`src/rtl/clns_pkg.sv`:
```
// Shared types, constants and lookup functions for the character LCD nibble sequencer.
// Used by clns_front, clns_queue, clns_back and char_lcd_nibble_sequencer_top.
package clns_pkg;

   // Field widths.
   localparam int TimeWidth   = 15;
   localparam int KindWidth   = 3;
   localparam int CsrIdxWidth = 2;
   localparam int QueueDepth  = 4;
   localparam int QueuePtrW   = $clog2(QueueDepth);

   // Request kinds.
   localparam logic [KindWidth-1:0] KindCommand = 3'd0;
   localparam logic [KindWidth-1:0] KindData    = 3'd1;
   localparam logic [KindWidth-1:0] KindCursor  = 3'd2;
   localparam logic [KindWidth-1:0] KindInit    = 3'd3;
   localparam logic [KindWidth-1:0] KindClear   = 3'd4;

   // Configuration register indexes.
   localparam logic [CsrIdxWidth-1:0] CsrCommandPulse = 2'd0;
   localparam logic [CsrIdxWidth-1:0] CsrDataPulse    = 2'd1;

   // Reset values of the pulse width registers.
   localparam logic [TimeWidth-1:0] CommandPulseReset = 15'd2000;
   localparam logic [TimeWidth-1:0] DataPulseReset    = 15'd40;

   // Timing constants in microseconds.
   localparam logic [TimeWidth-1:0] InitLeadUs    = 15'd20000;
   localparam logic [TimeWidth-1:0] SettleFirstUs  = 15'd5000;
   localparam logic [TimeWidth-1:0] SettleSecondUs = 15'd11000;
   localparam logic [TimeWidth-1:0] ClearSettleUs  = 15'd2000;

   // Command bytes.
   localparam logic [7:0] CmdLine1Base = 8'h80;
   localparam logic [7:0] CmdLine2Base = 8'hC0;
   localparam logic [7:0] CmdClear     = 8'h01;

   // One classified request as it travels from the front to the back.
   typedef struct packed {
      logic       is_init;
      logic       is_data;
      logic       clear_settle;
      logic [7:0] byte_value;
   } desc_type;

   // Command bytes of the power-on init sequence.
   function automatic logic [7:0] init_byte(input logic [2:0] idx);
      logic [7:0] b;
      case (idx)
         3'd0: b = 8'h03;
         3'd1: b = 8'h03;
         3'd2: b = 8'h03;
         3'd3: b = 8'h02;
         3'd4: b = 8'h28;
         3'd5: b = 8'h0C;
         3'd6: b = 8'h06;
         3'd7: b = 8'h01;
         default: b = 8'h00;
      endcase
      return b;
   endfunction

   // Settle time after the low nibble of each init byte.
   function automatic logic [TimeWidth-1:0] init_settle(input logic [2:0] idx);
      logic [TimeWidth-1:0] t;
      case (idx)
         3'd0: t = SettleFirstUs;
         3'd1: t = SettleSecondUs;
         3'd7: t = ClearSettleUs;
         default: t = '0;
      endcase
      return t;
   endfunction

endpackage

```
`src/rtl/clns_front.sv`:
```
// Front end: accepts requests and classifies them into byte descriptors.
// Depends on clns_pkg; feeds clns_queue.
module clns_front (
   input  logic                             req_valid,
   output logic                             req_stall,
   input  logic [clns_pkg::KindWidth-1:0]   req_kind,
   input  logic [7:0]                       req_byte_value,
   input  logic [7:0]                       req_row,
   input  logic [7:0]                       req_column,
   input  logic                             q_full,
   output logic                             q_push,
   output clns_pkg::desc_type               q_wdata
);

   logic [7:0] cursor_addr;
   logic       known_kind;

   // Cursor address for rows one and two; any other row homes the cursor.
   always_comb begin
      if (req_row == 8'd1) begin
         cursor_addr = clns_pkg::CmdLine1Base + req_column - 8'd1;
      end else if (req_row == 8'd2) begin
         cursor_addr = clns_pkg::CmdLine2Base + req_column - 8'd1;
      end else begin
         cursor_addr = clns_pkg::CmdLine1Base;
      end
   end

   // Classify the request into a descriptor.
   always_comb begin
      q_wdata    = '0;
      known_kind = 1'b1;
      case (req_kind)
         clns_pkg::KindCommand: begin
            q_wdata.byte_value = req_byte_value;
         end
         clns_pkg::KindData: begin
            q_wdata.is_data    = 1'b1;
            q_wdata.byte_value = req_byte_value;
         end
         clns_pkg::KindCursor: begin
            q_wdata.byte_value = cursor_addr;
         end
         clns_pkg::KindInit: begin
            q_wdata.is_init = 1'b1;
         end
         clns_pkg::KindClear: begin
            q_wdata.clear_settle = 1'b1;
            q_wdata.byte_value   = clns_pkg::CmdClear;
         end
         default: begin
            known_kind = 1'b0;
         end
      endcase
   end

   // Unknown kinds are accepted and dropped without producing pulses.
   assign req_stall = q_full;
   assign q_push    = req_valid && !q_full && known_kind;

endmodule

```
`src/rtl/clns_queue.sv`:
```
// Short descriptor queue between the front and the back.
// Depends on clns_pkg for the descriptor type and depth.
module clns_queue (
   input  logic               clock,
   input  logic               reset,
   input  logic               push,
   input  clns_pkg::desc_type wdata,
   output logic               full,
   input  logic               pop,
   output logic               rvalid,
   output clns_pkg::desc_type rdata
);

   localparam int CountWidth = clns_pkg::QueuePtrW + 1;

   clns_pkg::desc_type                 store_ff [clns_pkg::QueueDepth];
   logic [clns_pkg::QueuePtrW-1:0]     wr_ptr_ff, wr_ptr_in;
   logic [clns_pkg::QueuePtrW-1:0]     rd_ptr_ff, rd_ptr_in;
   logic [CountWidth-1:0]              count_ff, count_in;
   logic                               do_push;
   logic                               do_pop;

   assign full    = (count_ff == CountWidth'(clns_pkg::QueueDepth));
   assign rvalid  = (count_ff != '0);
   assign rdata   = store_ff[rd_ptr_ff];
   assign do_push = push && !full;
   assign do_pop  = pop && rvalid;

   // Pointer and occupancy update.
   always_comb begin
      wr_ptr_in = do_push ? wr_ptr_ff + 1'b1 : wr_ptr_ff;
      rd_ptr_in = do_pop  ? rd_ptr_ff + 1'b1 : rd_ptr_ff;
      count_in  = count_ff;
      if (do_push && !do_pop) begin
         count_in = count_ff + 1'b1;
      end else if (!do_push && do_pop) begin
         count_in = count_ff - 1'b1;
      end
   end

   always_ff @(posedge clock) begin
      if (reset) begin
         wr_ptr_ff <= '0;
         rd_ptr_ff <= '0;
         count_ff  <= '0;
      end else begin
         wr_ptr_ff <= wr_ptr_in;
         rd_ptr_ff <= rd_ptr_in;
         count_ff  <= count_in;
      end
   end

   // Entry storage needs no reset.
   always_ff @(posedge clock) begin
      if (do_push) begin
         store_ff[wr_ptr_ff] <= wdata;
      end
   end

endmodule

```
`src/rtl/clns_back.sv`:
```
// Back end: walks each descriptor, one enable pulse beat per cycle while unstalled.
// Depends on clns_pkg; drains clns_queue and drives the rsp_ output register.
module clns_back (
   input  logic                                clock,
   input  logic                                reset,
   input  logic                                q_valid,
   input  clns_pkg::desc_type                  q_rdata,
   output logic                                q_pop,
   input  logic [clns_pkg::TimeWidth-1:0]      command_pulse_us,
   input  logic [clns_pkg::TimeWidth-1:0]      data_pulse_us,
   output logic                                rsp_valid,
   input  logic                                rsp_stall,
   output logic [clns_pkg::TimeWidth-1:0]      rsp_wait_before_us,
   output logic                                rsp_register_select,
   output logic [3:0]                          rsp_nibble,
   output logic [clns_pkg::TimeWidth-1:0]      rsp_pulse_us,
   output logic [clns_pkg::TimeWidth-1:0]      rsp_wait_after_us,
   output logic                                rsp_last
);

   clns_pkg::desc_type              cur_ff, cur_in;
   logic                            active_ff, active_in;
   logic [3:0]                      cnt_ff, cnt_in;
   logic                            rsp_valid_ff, rsp_valid_in;
   logic [clns_pkg::TimeWidth-1:0]  wait_before_ff, wait_after_ff, pulse_ff;
   logic                            rs_ff, last_ff;
   logic [3:0]                      nibble_ff;

   logic                            out_free;
   logic                            last_pulse;
   logic                            finish;
   logic                            load;
   logic [7:0]                      cur_byte;
   logic [3:0]                      gen_nibble;
   logic [clns_pkg::TimeWidth-1:0]  gen_wait_before;
   logic [clns_pkg::TimeWidth-1:0]  gen_wait_after;
   logic [clns_pkg::TimeWidth-1:0]  gen_pulse;

   // Pulse fields for beat cnt_ff of the current descriptor.
   always_comb begin
      cur_byte   = cur_ff.is_init ? clns_pkg::init_byte(cnt_ff[3:1]) : cur_ff.byte_value;
      gen_nibble = cnt_ff[0] ? cur_byte[3:0] : cur_byte[7:4];
      gen_pulse  = cur_ff.is_data ? data_pulse_us : command_pulse_us;
      gen_wait_before = (cur_ff.is_init && cnt_ff == 4'd0) ? clns_pkg::InitLeadUs : '0;
      gen_wait_after  = '0;
      if (cnt_ff[0]) begin
         if (cur_ff.is_init) begin
            gen_wait_after = clns_pkg::init_settle(cnt_ff[3:1]);
         end else if (cur_ff.clear_settle) begin
            gen_wait_after = clns_pkg::ClearSettleUs;
         end
      end
      last_pulse = cur_ff.is_init ? (cnt_ff == 4'd15) : (cnt_ff == 4'd1);
   end

   // Sequencing: the next descriptor loads in the cycle the last beat leaves.
   assign out_free = !rsp_valid_ff || !rsp_stall;
   assign finish   = active_ff && out_free && last_pulse;
   assign load     = q_valid && (!active_ff || finish);
   assign q_pop    = load;

   always_comb begin
      cur_in       = load ? q_rdata : cur_ff;
      active_in    = active_ff;
      cnt_in       = cnt_ff;
      rsp_valid_in = rsp_valid_ff;
      if (load) begin
         active_in = 1'b1;
         cnt_in    = '0;
      end else if (finish) begin
         active_in = 1'b0;
         cnt_in    = '0;
      end else if (active_ff && out_free) begin
         cnt_in = cnt_ff + 1'b1;
      end
      if (out_free) begin
         rsp_valid_in = active_ff;
      end
   end

   always_ff @(posedge clock) begin
      if (reset) begin
         active_ff    <= 1'b0;
         cnt_ff       <= '0;
         rsp_valid_ff <= 1'b0;
      end else begin
         active_ff    <= active_in;
         cnt_ff       <= cnt_in;
         rsp_valid_ff <= rsp_valid_in;
      end
   end

   // Payload registers: descriptor and output beat.
   always_ff @(posedge clock) begin
      cur_ff <= cur_in;
      if (active_ff && out_free) begin
         wait_before_ff <= gen_wait_before;
         rs_ff          <= cur_ff.is_data;
         nibble_ff      <= gen_nibble;
         pulse_ff       <= gen_pulse;
         wait_after_ff  <= gen_wait_after;
         last_ff        <= last_pulse;
      end
   end

   assign rsp_valid           = rsp_valid_ff;
   assign rsp_wait_before_us  = wait_before_ff;
   assign rsp_register_select = rs_ff;
   assign rsp_nibble          = nibble_ff;
   assign rsp_pulse_us        = pulse_ff;
   assign rsp_wait_after_us   = wait_after_ff;
   assign rsp_last            = last_ff;

   // A byte request never runs past its second beat.
   assert property (@(posedge clock) disable iff (reset)
      active_ff && !cur_ff.is_init |-> cnt_ff <= 4'd1)
      else $error("byte descriptor beat counter overran");

   // The beat counter rests at zero while no descriptor is active.
   assert property (@(posedge clock) disable iff (reset)
      !active_ff |-> cnt_ff == 4'd0)
      else $error("beat counter not cleared while idle");

   // The lead wait only precedes the first init nibble, a command nibble of zero.
   assert property (@(posedge clock) disable iff (reset)
      rsp_valid_ff && wait_before_ff != '0 |-> nibble_ff == 4'd0 && !rs_ff && !last_ff)
      else $error("lead wait on an unexpected beat");

endmodule

```
`src/rtl/char_lcd_nibble_sequencer_top.sv`:
```
// Top level of the character LCD nibble sequencer: configuration registers and
// the front, queue and back instances. Depends on clns_pkg and all clns_ modules.
//
// Usage:
//   The req_ channel takes one request per beat (command, character, cursor
//   move, init or clear). The rsp_ channel gives one enable pulse beat per
//   cycle while rsp_stall is low: two beats for a byte request, sixteen for
//   init, none for an unknown kind. rsp_last marks the final beat of a request.
//   The csr_ channel writes the command and character pulse widths; it is
//   always ready. The user makes writes only while the block is idle; the
//   block itself does not enforce this.
// An accepted request passes the queue, the back end's descriptor register
//   and its output register before its first beat appears.
// Throughput: one beat per cycle while rsp_stall is low; a four-entry
//   descriptor queue lets requests be taken while the back end is busy.
// Reset: the queue empties, rsp_valid drops and the pulse widths return
//   to 2000 us for commands and 40 us for characters.
// Stall: when rsp_stall is high the output beat holds; once the queue is
//   full, req_stall rises until the back end frees an entry.
module char_lcd_nibble_sequencer_top (
   input  logic                                 clock,
   input  logic                                 reset,
   input  logic                                 req_valid,
   output logic                                 req_stall,
   input  logic [clns_pkg::KindWidth-1:0]       req_kind,
   input  logic [7:0]                           req_byte_value,
   input  logic [7:0]                           req_row,
   input  logic [7:0]                           req_column,
   output logic                                 rsp_valid,
   input  logic                                 rsp_stall,
   output logic [clns_pkg::TimeWidth-1:0]       rsp_wait_before_us,
   output logic                                 rsp_register_select,
   output logic [3:0]                           rsp_nibble,
   output logic [clns_pkg::TimeWidth-1:0]       rsp_pulse_us,
   output logic [clns_pkg::TimeWidth-1:0]       rsp_wait_after_us,
   output logic                                 rsp_last,
   input  logic                                 csr_valid,
   output logic                                 csr_ready,
   input  logic [clns_pkg::CsrIdxWidth-1:0]     csr_index,
   input  logic [clns_pkg::TimeWidth-1:0]       csr_wdata
);

   logic [clns_pkg::TimeWidth-1:0] command_pulse_ff, command_pulse_in;
   logic [clns_pkg::TimeWidth-1:0] data_pulse_ff, data_pulse_in;
   logic                           q_full;
   logic                           q_push;
   logic                           q_pop;
   logic                           q_valid;
   clns_pkg::desc_type             q_wdata;
   clns_pkg::desc_type             q_rdata;

   // Pulse width registers; writes to other indexes are ignored.
   assign csr_ready = 1'b1;

   always_comb begin
      command_pulse_in = command_pulse_ff;
      data_pulse_in    = data_pulse_ff;
      if (csr_valid && csr_ready) begin
         case (csr_index)
            clns_pkg::CsrCommandPulse: command_pulse_in = csr_wdata;
            clns_pkg::CsrDataPulse:    data_pulse_in    = csr_wdata;
            default: ;
         endcase
      end
   end

   always_ff @(posedge clock) begin
      if (reset) begin
         command_pulse_ff <= clns_pkg::CommandPulseReset;
         data_pulse_ff    <= clns_pkg::DataPulseReset;
      end else begin
         command_pulse_ff <= command_pulse_in;
         data_pulse_ff    <= data_pulse_in;
      end
   end

   clns_front u_front (
      .req_valid      (req_valid),
      .req_stall      (req_stall),
      .req_kind       (req_kind),
      .req_byte_value (req_byte_value),
      .req_row        (req_row),
      .req_column     (req_column),
      .q_full         (q_full),
      .q_push         (q_push),
      .q_wdata        (q_wdata)
   );

   clns_queue u_queue (
      .clock  (clock),
      .reset  (reset),
      .push   (q_push),
      .wdata  (q_wdata),
      .full   (q_full),
      .pop    (q_pop),
      .rvalid (q_valid),
      .rdata  (q_rdata)
   );

   clns_back u_back (
      .clock               (clock),
      .reset               (reset),
      .q_valid             (q_valid),
      .q_rdata             (q_rdata),
      .q_pop               (q_pop),
      .command_pulse_us    (command_pulse_ff),
      .data_pulse_us       (data_pulse_ff),
      .rsp_valid           (rsp_valid),
      .rsp_stall           (rsp_stall),
      .rsp_wait_before_us  (rsp_wait_before_us),
      .rsp_register_select (rsp_register_select),
      .rsp_nibble          (rsp_nibble),
      .rsp_pulse_us        (rsp_pulse_us),
      .rsp_wait_after_us   (rsp_wait_after_us),
      .rsp_last            (rsp_last)
   );

endmodule

```
`config.mk`:
```
export PLATFORM = sky130hd
export DESIGN_NAME = char_lcd_nibble_sequencer_top
export DESIGN_NICKNAME = d
export VERILOG_FILES = /design/src/rtl/clns_pkg.sv /design/src/rtl/clns_front.sv /design/src/rtl/clns_queue.sv /design/src/rtl/clns_back.sv /design/src/rtl/char_lcd_nibble_sequencer_top.sv
export SDC_FILE = /design/constraint.sdc
export NUM_CORES = 1
export LEC_CHECK = 0
export ABC_AREA = 1
export ABC_CLOCK_PERIOD_IN_PS = 7600
export BUFFER_PORTS_ARGS = -buffer_cell sky130_fd_sc_hd__clkbuf_2
export CORE_MARGIN = 10
export CORE_UTILIZATION = 60
export CTS_BUF_LIST = sky130_fd_sc_hd__clkbuf_8
export DETAILED_ROUTE_END_ITERATION = 6
export PLACE_DENSITY = 0.85
export SETUP_SLACK_MARGIN = 0.02
export SYNTH_ARGS = -nofsm -noshare
export SYNTH_HDL_FRONTEND = slang
export SYNTH_SLANG_ARGS = --single-unit
```
`constraint.sdc`:
```
create_clock -name clock -period 7.6 [get_ports clock]
set_input_delay 0.76 -clock clock [delete_from_list [all_inputs] [get_ports clock]]
set_output_delay 0.76 -clock clock [all_outputs]
set_load 0.05 [all_outputs]
```
==> run metrics <==
post-route DRC violation count=0; root buf cell=clkbuf_8; register bit count reported by yosys=132; worst min-delay path class=flop to flop; reg2reg start=u_back.cur_ff[10]$_DFFE_PP_; die footprint=0.0138 mm2; count of input and output buffers=slightly below 90; Worst Path Required=approximately 8 ns; CP startpoint=u_back.cur_ff[10]$_DFFE_PP_; height of the die=between 100 and 150 um; synth top area cells=edfxtp_1 (44%), dfxtp_1 (17%), o21ai_0 (7.2%); io pins=103; min-delay src=command_pulse_ff[2]$_SDFFE_PP0P_; initial antenna violation count=0; layout cell share with drive strength beyond 1=20.5%; fin cells=slightly below 800; DR WL/cell=~15 um; Max-slew headroom=between 30 and 40%; largest area contributor in the synthesized netlist=edfxtp_1; WS Path Type=flop to flop; hold_buf cts=0; CTS tree=built; Peak supply drop=0.000144 V; Slew Viols, Final=0; global-route wire length before repair=19,000 um; floorplan row count=35; CP Launch Type=flop; total wire length=about 12,000 um; Warnings, synthesis=0; drt via density=5.26; clock skew=0.0119 ns; post-route ant nets=0; crit end category=flop; placed instance count=762; worst-path fanout max=12; Setup Viol. Count Final=0; Max Cap Violations=0; commonest non-fill, non-tap cell in the layout=clkbuf_2; LEAKAGE=0.00275 uW; clk_lat worst skew=0.43 ns; Yosys top cell area share=44.4%; most frequent cells in the layout=clkbuf_2 (87), nor2_1 (84), edfxtp_1 (84); Final Power=about 2300 uW; hpwl dp=around 8300 um; final net count=a little over 700; worst-margin pin slew=1.04 ns; pin count of the biggest net entering global routing=37; vias in the first global route=4,061; initial detailed-routing violation count=roughly 290; status=complete, no violations; core area=between 0.009 and 0.01 mm2; tightest hold margin=around 0.45 ns; Layout area overhead=14.0%; # H-tree levels=4; Max Fclk=378 MHz; ANT cells=0; Pre-antenna DRT Iters=5; final core utilization=70.1%; Avg Cell Area, Syn=9.92 um2; Mapped Area=roughly 0.0057 mm2; Worst-path clk slew=0.07 ns; Netlist cell types=33; min Tclk post-route=2.65 ns; setup TNS=0 ns; total gr overflow=0; all-layer global routing usage=16.6%; Cells after Synth=~570; arrival time worst endpoint=3.00 ns; die width=117 um; CTS buffer count=17; setup bufs post-CTS=0; vias=around 4,200; power density over cell area=353 mW/mm2; # resized after CTS=0; RSZ-0062 raised after global routing=no; sequential fraction of the synthesis area=61.3%; Clock Path Buffers=2; Final Wtd Congestion=0.813; TritonCTS Sinks=between 100 and 150; final hold vios=0; fin crit share=34.8%; Initial Util=61.5%
## area by class of cell
cell class | instances | area (um2)
clock buffers | 17 | 234
clock inverters | 15 | 153
fillers | 640 | 2760
inverters | 63 | 239
multi-input cells | 349 | 1760
flip-flops and latches | 132 | 3480
well taps | 129 | 161
repair buffers | 89 | 450
## registers in the layout, summed over array words and instances, names as in the netlist, 3 cells and up, named ones only
signal / count
command_pulse_ff: 15
u_back.cnt_ff: 4
u_back.rsp_wait_after_us: 7
u_back.rsp_nibble: 4
u_back.cur_ff: 11
data_pulse_ff: 15
u_queue.store_ff: 44
u_back.rsp_pulse_us: 15
u_queue.count_ff: 3
## worst max-delay path: stages, from the launching register on
cell,delay (ns)
edfxtp_1,0.54
inv_1,0.32
nand2_1,0.11
nand2_2,0.10
nor2_4,0.04
nand3_2,0.08
nand2_4,0.06
nand2_4,0.12
ha_1,0.18
inv_1,0.08
fa_1,0.42
nor2_1,0.13
nor2_1,0.05
nand2_1,0.08
o21ai_0,0.08
a21oi_1,0.17
## layer usage
layer	global-route usage [%]	share of wire, %
met5	0	0
met2	28.0	50
met3	5.23	8.4
met4	8.14	2.0
met1	18.6	40
## stage by stage
step | cell area (um2) | setup slack [ns]
after global routing | 6480 | 4.68
after CTS | 6480 | 4.95
final | 6480 | 4.95
after global placement | 6090 | 5.07
after floorplan | 5730 | 4.63
after detailed placement | 6090 | 4.92
## final timing paths
check             slack [ns]                          endpoint  cells after the start
setup / recovery        4.95  u_queue.count_ff[2]$_SDFFE_PP0P_                     15
setup reg to reg        4.95  u_queue.count_ff[2]$_SDFFE_PP0P_                     15
hold reg to reg         0.45  command_pulse_ff[2]$_SDFFE_PP0P_                      2
hold / removal          0.45  command_pulse_ff[2]$_SDFFE_PP0P_                      2
## report_power, final
group	internal (uW)	switching, uW
Clock	294	270
Combinational	160	520
Sequential	937	104
Total	1390	894
## synthesized netlist by cell type
cell      instances
edfxtp_1         84
ha_1             11
o21ai_0          82
o22ai_1          12
nor2_2            1
conb_1            2
and2_1            1
nand3b_1          1
buf_2             4
fa_1              1
xor2_1            8
clkbuf_1         14
nand2_4           2
nand3_2           2
o211ai_1          6
dfxtp_1          48
nor2_4            1
buf_1             1
o21ai_1           1
nand3_4           1
inv_1            57
buf_4            23
a21oi_1          21
inv_2             5
nand2_1          69
nand2_2           2
nor3_1            6
nor2_1           84
xnor2_1           2
o21ai_2           1
nand4_1           5
nand3_1          14
inv_4             1
## cell families after synthesis
group,share of synthesized area [%]
fa+ha+maj,2.77
flops,61.3
buf+inv,8.59
simple gates,14.2
other cells,0.132
xor+xnor,1.54
compound gates,11.4
Power figures use the tool's default switching activity.
